[src/wmd_pkg.sv]
// ----------------------------------------------------------------------------
// wmd_pkg: shared types and constants of the windowed motion detector
// Field widths, register indexes and the layout of one stored pair.
// ----------------------------------------------------------------------------
package wmd_pkg;

   // Field widths fixed by the interface.
   localparam int SAMPLE_W  = 16;
   localparam int DIFF_W    = 16;
   localparam int NOISE_W   = 18;
   localparam int BCOUNT_W  = 5;
   localparam int BSUM_W    = 20;
   localparam int CSR_IDX_W = 3;
   localparam int CSR_DAT_W = 20;

   // Default number of pairs in the window.
   localparam int DEFAULT_WINDOW_PAIRS = 16;

   // Largest values the result fields can show.
   localparam logic [BCOUNT_W-1:0] COUNT_FIELD_MAX = '1;
   localparam logic [BSUM_W-1:0]   SUM_FIELD_MAX   = '1;

   // Configuration register indexes.
   typedef enum logic [CSR_IDX_W-1:0] {
      CSR_NOISE_THRESHOLD = 3'd0,
      CSR_BASELINE_COUNT  = 3'd1,
      CSR_BASELINE_X      = 3'd2,
      CSR_BASELINE_Y      = 3'd3,
      CSR_BASELINE_Z      = 3'd4
   } csr_index_type;

   // One stored pair: motion flag and per-axis differences (zero if no motion).
   typedef struct packed {
      logic              motion;
      logic [DIFF_W-1:0] dx;
      logic [DIFF_W-1:0] dy;
      logic [DIFF_W-1:0] dz;
   } pair_type;

   // Absolute difference of two signed samples.
   function automatic logic [DIFF_W-1:0] abs_diff(input logic signed [SAMPLE_W-1:0] a,
                                                  input logic signed [SAMPLE_W-1:0] b);
      logic signed [SAMPLE_W:0] d;
      logic signed [SAMPLE_W:0] m;
      d = (SAMPLE_W+1)'(a) - (SAMPLE_W+1)'(b);
      m = -d;
      return d[SAMPLE_W] ? m[DIFF_W-1:0] : d[DIFF_W-1:0];
   endfunction

endpackage

[src/windowed_motion_detector.sv]
// ----------------------------------------------------------------------------
// windowed_motion_detector: sliding-window motion detection on 3-axis samples
// Keeps the last WINDOW_PAIRS sample pairs in a ring memory and running sums.
// ----------------------------------------------------------------------------
// Usage:
//   The req channel carries one signed three-axis sample per beat. Each beat
//   yields one rsp beat with the detected flag, the motion pair count and the
//   per-axis difference sums over the motion pairs in the window.
//   A beat moves when valid is high and stall is low.
//   The result is registered in the update stage and then in the output
//   register. Throughput: one sample per cycle while rsp is not stalled.
//   The ring memory is read and written at the same slot in the accept
//   cycle (the old pair comes out while the new one goes in), and the
//   running sums are updated from the update stage, so a single memory
//   port pair and one add/subtract stage set that rate.
//   When rsp is stalled the result holds in its output register, the pending
//   update stage holds behind it, and req_stall rises only once both are full.
//   Reset clears the sample history, the running count and sums, the window
//   fill level and all configuration registers. The ring contents need no
//   clearing: an entry is only read for eviction after it has been written.
//   The csr port is always ready; write it only while no beat is in flight.
// ----------------------------------------------------------------------------
module windowed_motion_detector #(
   parameter int WINDOW_PAIRS = wmd_pkg::DEFAULT_WINDOW_PAIRS
) (
   input  logic                                clock,
   input  logic                                reset,
   // Sample input.
   input  logic                                req_valid,
   output logic                                req_stall,
   input  logic signed [wmd_pkg::SAMPLE_W-1:0] req_sample_x,
   input  logic signed [wmd_pkg::SAMPLE_W-1:0] req_sample_y,
   input  logic signed [wmd_pkg::SAMPLE_W-1:0] req_sample_z,
   // Result output.
   output logic                                rsp_valid,
   input  logic                                rsp_stall,
   output logic                                rsp_detected,
   output logic [wmd_pkg::BCOUNT_W-1:0]        rsp_motion_count,
   output logic [wmd_pkg::BSUM_W-1:0]          rsp_sum_x,
   output logic [wmd_pkg::BSUM_W-1:0]          rsp_sum_y,
   output logic [wmd_pkg::BSUM_W-1:0]          rsp_sum_z,
   // Configuration writes.
   input  logic                                csr_valid,
   output logic                                csr_ready,
   input  logic [wmd_pkg::CSR_IDX_W-1:0]       csr_index,
   input  logic [wmd_pkg::CSR_DAT_W-1:0]       csr_data
);
   import wmd_pkg::*;

   localparam int PTR_W  = (WINDOW_PAIRS > 1) ? $clog2(WINDOW_PAIRS) : 1;
   localparam int HELD_W = $clog2(WINDOW_PAIRS + 2);
   localparam int CNT_W  = $clog2(WINDOW_PAIRS + 1);
   localparam int SUM_W  = $clog2(WINDOW_PAIRS * ((1 << DIFF_W) - 1) + 1);
   localparam int CMPC_W = (CNT_W > BCOUNT_W) ? CNT_W : BCOUNT_W;
   localparam int CMPS_W = (SUM_W > BSUM_W) ? SUM_W : BSUM_W;
   localparam int STR_W  = DIFF_W + 2;

   localparam logic [PTR_W-1:0]  PTR_LAST  = PTR_W'(WINDOW_PAIRS - 1);
   localparam logic [HELD_W-1:0] HELD_FULL = HELD_W'(WINDOW_PAIRS + 1);
   localparam logic [CNT_W-1:0]  CNT_FULL  = CNT_W'(WINDOW_PAIRS);

   // Configuration registers.
   logic [NOISE_W-1:0]  noise_ff;
   logic [BCOUNT_W-1:0] bcount_ff;
   logic [BSUM_W-1:0]   bx_ff, by_ff, bz_ff;

   // History and window state.
   logic signed [SAMPLE_W-1:0] last_x_ff, last_y_ff, last_z_ff;
   logic [PTR_W-1:0]           ptr_ff, ptr_in;
   logic [HELD_W-1:0]          held_ff, held_in;
   logic [CNT_W-1:0]           count_ff, count_in;
   logic [SUM_W-1:0]           sx_ff, sy_ff, sz_ff;
   logic [SUM_W-1:0]           sx_in, sy_in, sz_in;

   // Ring memory and its registered read data.
   pair_type ring_mem [WINDOW_PAIRS];
   pair_type old_ff;

   // Update stage.
   logic     s1_valid_ff, s1_valid_in;
   pair_type s1_new_ff;
   logic     s1_evict_ff;

   // Output register.
   logic                rsp_valid_ff, rsp_valid_in;
   logic                det_ff, det_in;
   logic [BCOUNT_W-1:0] cnt_out_ff, cnt_out_in;
   logic [BSUM_W-1:0]   ox_ff, oy_ff, oz_ff, ox_in, oy_in, oz_in;

   logic       accept, s1_fire, has_pair, evict;
   logic [DIFF_W-1:0] dx, dy, dz;
   logic [STR_W-1:0]  strength;
   pair_type   new_pair;

   // Handshake: the update stage drains into the output register.
   assign s1_fire   = s1_valid_ff && (!rsp_valid_ff || !rsp_stall);
   assign req_stall = s1_valid_ff && !s1_fire;
   assign accept    = req_valid && !req_stall;
   assign csr_ready = 1'b1;

   // New pair from the incoming sample and the previous one, and the next pointer and fill level.
   always_comb begin
      has_pair = (held_ff != '0);
      evict    = (held_ff == HELD_FULL);
      dx       = abs_diff(last_x_ff, req_sample_x);
      dy       = abs_diff(last_y_ff, req_sample_y);
      dz       = abs_diff(last_z_ff, req_sample_z);
      strength = STR_W'(dx) + STR_W'(dy) + STR_W'(dz);
      new_pair.motion = has_pair && (strength > STR_W'(noise_ff));
      new_pair.dx     = new_pair.motion ? dx : '0;
      new_pair.dy     = new_pair.motion ? dy : '0;
      new_pair.dz     = new_pair.motion ? dz : '0;
      ptr_in  = ptr_ff;
      held_in = held_ff;
      if (accept && has_pair) begin
         ptr_in = (ptr_ff == PTR_LAST) ? '0 : ptr_ff + PTR_W'(1);
      end
      if (accept && !evict) begin
         held_in = held_ff + HELD_W'(1);
      end
      s1_valid_in = accept ? 1'b1 : (s1_fire ? 1'b0 : s1_valid_ff);
   end

   // Ring read of the leaving pair and write of the entering one.
   always_ff @(posedge clock) begin
      if (accept && has_pair) begin
         old_ff          <= ring_mem[ptr_ff];
         ring_mem[ptr_ff] <= new_pair;
      end
   end

   // Running count and sums after the update, with the baseline check.
   always_comb begin
      logic [CMPS_W-1:0] ex, ey, ez;
      logic [CMPC_W-1:0] ec;
      logic              ev_motion;
      logic [SUM_W-1:0]  odx, ody, odz;
      ev_motion = s1_evict_ff && old_ff.motion;
      odx = s1_evict_ff ? SUM_W'(old_ff.dx) : '0;
      ody = s1_evict_ff ? SUM_W'(old_ff.dy) : '0;
      odz = s1_evict_ff ? SUM_W'(old_ff.dz) : '0;
      count_in = count_ff;
      sx_in    = sx_ff;
      sy_in    = sy_ff;
      sz_in    = sz_ff;
      if (s1_fire) begin
         count_in = count_ff - CNT_W'(ev_motion) + CNT_W'(s1_new_ff.motion);
         sx_in    = sx_ff - odx + SUM_W'(s1_new_ff.dx);
         sy_in    = sy_ff - ody + SUM_W'(s1_new_ff.dy);
         sz_in    = sz_ff - odz + SUM_W'(s1_new_ff.dz);
      end
      ec = CMPC_W'(count_in);
      ex = CMPS_W'(sx_in);
      ey = CMPS_W'(sy_in);
      ez = CMPS_W'(sz_in);
      // A baseline above the window size asks for a full window.
      det_in = ((ec >= CMPC_W'(bcount_ff)) || (count_in == CNT_FULL))
               && (ex > CMPS_W'(bx_ff)) && (ey > CMPS_W'(by_ff)) && (ez > CMPS_W'(bz_ff));
      cnt_out_in = (ec > CMPC_W'(COUNT_FIELD_MAX)) ? COUNT_FIELD_MAX : ec[BCOUNT_W-1:0];
      ox_in = (ex > CMPS_W'(SUM_FIELD_MAX)) ? SUM_FIELD_MAX : ex[BSUM_W-1:0];
      oy_in = (ey > CMPS_W'(SUM_FIELD_MAX)) ? SUM_FIELD_MAX : ey[BSUM_W-1:0];
      oz_in = (ez > CMPS_W'(SUM_FIELD_MAX)) ? SUM_FIELD_MAX : ez[BSUM_W-1:0];
      rsp_valid_in = s1_fire ? 1'b1 : (rsp_stall ? rsp_valid_ff : 1'b0);
   end

   // Control state.
   always_ff @(posedge clock) begin
      if (reset) begin
         ptr_ff       <= '0;
         held_ff      <= '0;
         count_ff     <= '0;
         sx_ff        <= '0;
         sy_ff        <= '0;
         sz_ff        <= '0;
         last_x_ff    <= '0;
         last_y_ff    <= '0;
         last_z_ff    <= '0;
         s1_valid_ff  <= 1'b0;
         rsp_valid_ff <= 1'b0;
      end else begin
         ptr_ff       <= ptr_in;
         held_ff      <= held_in;
         count_ff     <= count_in;
         sx_ff        <= sx_in;
         sy_ff        <= sy_in;
         sz_ff        <= sz_in;
         s1_valid_ff  <= s1_valid_in;
         rsp_valid_ff <= rsp_valid_in;
         if (accept) begin
            last_x_ff <= req_sample_x;
            last_y_ff <= req_sample_y;
            last_z_ff <= req_sample_z;
         end
      end
   end

   // Payload of the update stage and of the output register.
   always_ff @(posedge clock) begin
      if (accept) begin
         s1_new_ff   <= new_pair;
         s1_evict_ff <= evict;
      end
      if (s1_fire) begin
         det_ff     <= det_in;
         cnt_out_ff <= cnt_out_in;
         ox_ff      <= ox_in;
         oy_ff      <= oy_in;
         oz_ff      <= oz_in;
      end
   end

   // Configuration register writes.
   always_ff @(posedge clock) begin
      if (reset) begin
         noise_ff  <= '0;
         bcount_ff <= '0;
         bx_ff     <= '0;
         by_ff     <= '0;
         bz_ff     <= '0;
      end else if (csr_valid && csr_ready) begin
         case (csr_index)
            CSR_NOISE_THRESHOLD: noise_ff  <= csr_data[NOISE_W-1:0];
            CSR_BASELINE_COUNT:  bcount_ff <= csr_data[BCOUNT_W-1:0];
            CSR_BASELINE_X:      bx_ff     <= csr_data;
            CSR_BASELINE_Y:      by_ff     <= csr_data;
            CSR_BASELINE_Z:      bz_ff     <= csr_data;
            default: ;
         endcase
      end
   end

   assign rsp_valid        = rsp_valid_ff;
   assign rsp_detected     = det_ff;
   assign rsp_motion_count = cnt_out_ff;
   assign rsp_sum_x        = ox_ff;
   assign rsp_sum_y        = oy_ff;
   assign rsp_sum_z        = oz_ff;

   // The motion count never exceeds the window size.
   a_count_bound: assert property (@(posedge clock) disable iff (reset)
      count_ff <= CNT_FULL)
      else $error("motion count exceeds window size");

   // With no motion pairs in the window every sum is zero.
   a_sums_zero: assert property (@(posedge clock) disable iff (reset)
      (count_ff == '0) |-> (sx_ff == '0 && sy_ff == '0 && sz_ff == '0))
      else $error("nonzero sums without motion pairs");

   // The ring pointer stays at the first slot until a pair exists.
   a_ptr_idle: assert property (@(posedge clock) disable iff (reset)
      (held_ff <= HELD_W'(1)) |-> (ptr_ff == '0))
      else $error("ring pointer moved before the first pair");

   // The first sample after reset never carries a motion pair.
   a_first_sample: assert property (@(posedge clock) disable iff (reset)
      (accept && held_ff == '0) |=> (s1_valid_ff && !s1_new_ff.motion && !s1_evict_ff))
      else $error("first sample produced a pair");

   // A blocked update stage keeps its beat.
   a_s1_hold: assert property (@(posedge clock) disable iff (reset)
      (s1_valid_ff && !s1_fire) |=> s1_valid_ff)
      else $error("update stage dropped a beat");

endmodule
[config.mk]
export PLATFORM = sky130hd
export DESIGN_NAME = windowed_motion_detector
export DESIGN_NICKNAME = d
export VERILOG_FILES = /design/src/wmd_pkg.sv /design/src/windowed_motion_detector.sv
export SDC_FILE = /design/constraint.sdc
export NUM_CORES = 2
export LEC_CHECK = 0
export ABC_CLOCK_PERIOD_IN_PS = 10800
export BUFFER_PORTS_ARGS = -buffer_cell sky130_fd_sc_hd__buf_2
export CORE_UTILIZATION = 50
export CTS_CLUSTER_SIZE = 28
export DETAILED_ROUTE_END_ITERATION = 16
export MAX_ROUTING_LAYER = met4
export PLACE_DENSITY = 0.73
export SETUP_SLACK_MARGIN = 0.05
export SLEW_MARGIN = 5
export SYNTH_ARGS = -nofsm -noshare
export SYNTH_HDL_FRONTEND = slang
export SYNTH_SLANG_ARGS = --single-unit
export TNS_END_PERCENT = 50
[constraint.sdc]
create_clock -name clock -period 10.8 [get_ports clock]
set_input_delay 2.16 -clock clock [delete_from_list [all_inputs] [get_ports clock]]
set_output_delay 2.16 -clock clock [all_outputs]
set_load 0.01 [all_outputs]
==> results.md <==
- CTS tree: built
- Core Area: 107,000 um^2
- Clock Skews: 0.0507 ns
- Ys Warns: 0
- Outcome: finished, final reports clean
- Yosys top cell by area: edfxtp_1
- # nets final: 4,521
- Crit path arrival time: 9.98 ns
- Cts-stage hold buffer count: 0
- ANT nets after route: 0
- Worst path slowest cell: nor2_1
- Hold slack: 0.454 ns
- TNS Setup: 0 ns
- I/O pins: 145
- Top FF cell, synth: edfxtp_1
- Relative slew slack: 0.112
- Vias: 34,095
- Critical-path maximum fanout: 47
- Die Y: 331 um
- R2r setup slk: 2.37 ns
- Pin count of the biggest net entering global routing: 101
- Reg2reg path depth: 31
- CP Capture Type: flop
- Crit path kind: in2reg
- Post-synthesis sequential area ratio: 0.602
- Yosys reg bits: 1,156
- CP Launch Type: input port
- Endpoints failing hold: 0
- Final setup viols: 0
- Tot Pwr: 17.6 mW
- Initial core utilization: 0.505
- FF-to-FF Start: last_x_ff[0]$_SDFFE_PP0P_
- CTS Buffer Depth: 3
- Most common cell in the netlist: edfxtp_1
- # clock sinks: 1,156
- Synth-to-layout area growth: 12.1%
- Remaining Overflow, GRT: 0
- Row cnt: 120
- Routed length per instance: 25.5 um
- Synthesized area: 54,300 um^2
- Clock root buffer: clkbuf_16
- Post-synth EDFFs: 949
- Worst-path clk slew: 0.06 ns
- WL final: 144 mm
- Number of global-route vias before repair: 33,503
- RSZ-0062 raised after global routing: false
- Number of max-cap violations: 0
- Initial antenna violation count: 2
- Ys async rst share: 0
- Total track usage: 0.269
- Drc violations: 0
- Synthesized net count: 4,362
- Most frequent cells after synthesis: 949 x edfxtp_1, 418 x inv_1, 377 x nand2_1
- Max frequency: 104 MHz
- Post-CTS setup repair buffer count: 0
- Worst VDD drop: 234 uV
- Layout cell share with drive strength beyond 1: 0.163
- Worst Hold End: bx_ff[1]$_SDFFE_PP0P_
- Final Cell Area: 60,800 um^2
- Syn Inst Count: 3,996
- DR pass1 iterations: 6
- Clock buffer count from CTS: 111
- Placed cell areas: 56,700 um^2
- Resize count post-CTS: 0
- Die X: 331 um
- Pwr/cell area: 289 nW/um^2
- Hold Crit Class: reg2reg
- Yosys top cell area share: 0.525
- Synth area leaders: edfxtp_1 53%, mux4_2 10%, dfxtp_1 7.6%, ha_1 5.1%, inv_1 2.9%
- Die ar.: 110,000 um^2
- Ratio of final minimum period to clock period: 0.894
- ANT cells: 0
- Synth Area per Inst: 13.6 um^2
- Slowest stage delay, CP: 1.02 ns
- First-pass GRT wire length: 213 mm
- Via/cell ratio: 6.03
- Finished Core Util: 0.566
- Slew Viols, Final: 0
- Min-Delay Path Depth: 2
- Critical path required time: 11.12 ns
- Hold Crit Start: bx_ff[1]$_SDFFE_PP0P_
- Leak: 21.7 nW
- Tmin final: 9.65 ns
- HPWL after DPL: 91.9 mm
- RD Place Congestion: 0.922
- Worst-Skew Late Latency: 0.72 ns
- Starting DRT DRC Count: 3,709
- Synth cell types: 90
- H-Tree Level Count: 3
- Least-Margin Pin Slew: 1.33 ns
- Reg-to-reg endpoint: ring_mem[10][23]$_DFFE_PP_
- Port bufs: 143
-- routing by layer --
| metal | up-vias | routed length (um) | track usage |
|---|---|---|---|
| met2 | 1738 | 71700 | 0.444 |
| li1 | 14996 | - | - |
| met5 | - | 0 | - |
| met4 | 0 | 6040 | 0.111 |
| met1 | 17075 | 53800 | 0.336 |
| met3 | 286 | 12700 | 0.0373 |
-- registers in the layout (all words and copies together) (netlist names), 4 cells and up --
signal            cells
noise_ff             18
sy_ff                20
last_x_ff            16
rsp_sum_z            20
held_ff               5
ptr_ff                4
sz_ff                20
rsp_sum_x            20
last_z_ff            16
rsp_motion_count      5
count_ff              5
sx_ff                20
bz_ff                20
rsp_sum_y            20
by_ff                20
s1_new_ff            49
bcount_ff             5
ring_mem            784
last_y_ff            16
bx_ff                20
old_ff               49
-- layout by cell type (no fill, tap or decap), types with 20 or more instances in the layout --
| cell type | count |
|---|---|
| a21o_1 | 55 |
| a21oi_1 | 236 |
| and2_1 | 59 |
| buf_2 | 142 |
| buf_4 | 57 |
| bufinv_16 | 24 |
| clkbuf_16 | 112 |
| clkinv_1 | 22 |
| clkinv_2 | 20 |
| dfxtp_1 | 203 |
| edfxtp_1 | 949 |
| fa_1 | 69 |
| ha_1 | 221 |
| inv_1 | 417 |
| mux4_2 | 245 |
| nand2_1 | 375 |
| nand3_1 | 50 |
| nand4_1 | 28 |
| nor2_1 | 164 |
| nor2b_1 | 81 |
| nor3_1 | 45 |
| o21a_1 | 31 |
| o21ai_0 | 162 |
| xnor2_1 | 71 |
| xor2_1 | 53 |
-- logic make-up after synthesis --
kind of cell,after synthesis,share of synthesized area
compound gates,658,0.0755
xor+xnor,124,0.0200
fa+ha+maj,290,0.0764
buf+inv,574,0.0400
flops,1156,0.602
mux,265,0.105
other cells,1,0.0000691
simple gates,928,0.0809
-- report_power, final --
part | internal, mW | switching [mW] | total (mW) | leakage [nW]
registers | 6.14 | 0.185 | 6.32 | 10.4
clock network | 2.50 | 1.77 | 4.27 | 1.94
logic | 2.54 | 4.44 | 6.97 | 9.36
total | 11.2 | 6.40 | 17.6 | 21.7
-- worst max-delay path: cells and delay by family --
| family | cells | cell delay, ns |
|---|---|---|
| buffers and inverters | 4 | 0.59 |
| AND/OR/NAND/NOR | 5 | 1.73 |
| XOR/XNOR | 2 | 0.29 |
| adder cells (fa/ha/maj) | 5 | 1.83 |
| AO/OA/AOI/OAI | 15 | 3.31 |
-- metrics by stage --
stage               instances  setup slack (ns)
floorplan                3996              1.64
global placement         5445             0.467
detailed placement       5445             0.677
CTS                      5657              1.35
global route             5657             0.473
finish                   5657              1.15
-- area by class of cell --
cell class / count / area [um^2]
Sequential cell: 1156 / 32700
Timing Repair Buffer: 201 / 1170
Tap cell: 1403 / 1760
Clock inverter: 95 / 1220
Clock buffer: 117 / 2830
Multi-Input combinational cell: 2266 / 19600
Inverter: 419 / 1580
Fill cell: 8169 / 46600
-- worst max path at each step --
stage / from / end / slack [ns] / depth (start not counted)
2_1_floorplan: req_sample_x[0] / ring_mem[0][10]$_DFFE_PP_ / 1.64 / 31
3_3_place_gp: req_sample_x[0] / ring_mem[12][28]$_DFFE_PP_ / 0.47 / 31
3_5_place_dp: req_sample_x[0] / ring_mem[9][47]$_DFFE_PP_ / 0.68 / 33
4_1_cts: req_sample_x[0] / ring_mem[10][47]$_DFFE_PP_ / 1.35 / 33
5_1_grt: req_sample_x[0] / ring_mem[10][47]$_DFFE_PP_ / 0.47 / 33
6_report: req_sample_x[0] / ring_mem[10][23]$_DFFE_PP_ / 1.15 / 31
Note: power is estimated with default switching activity, not from simulation.
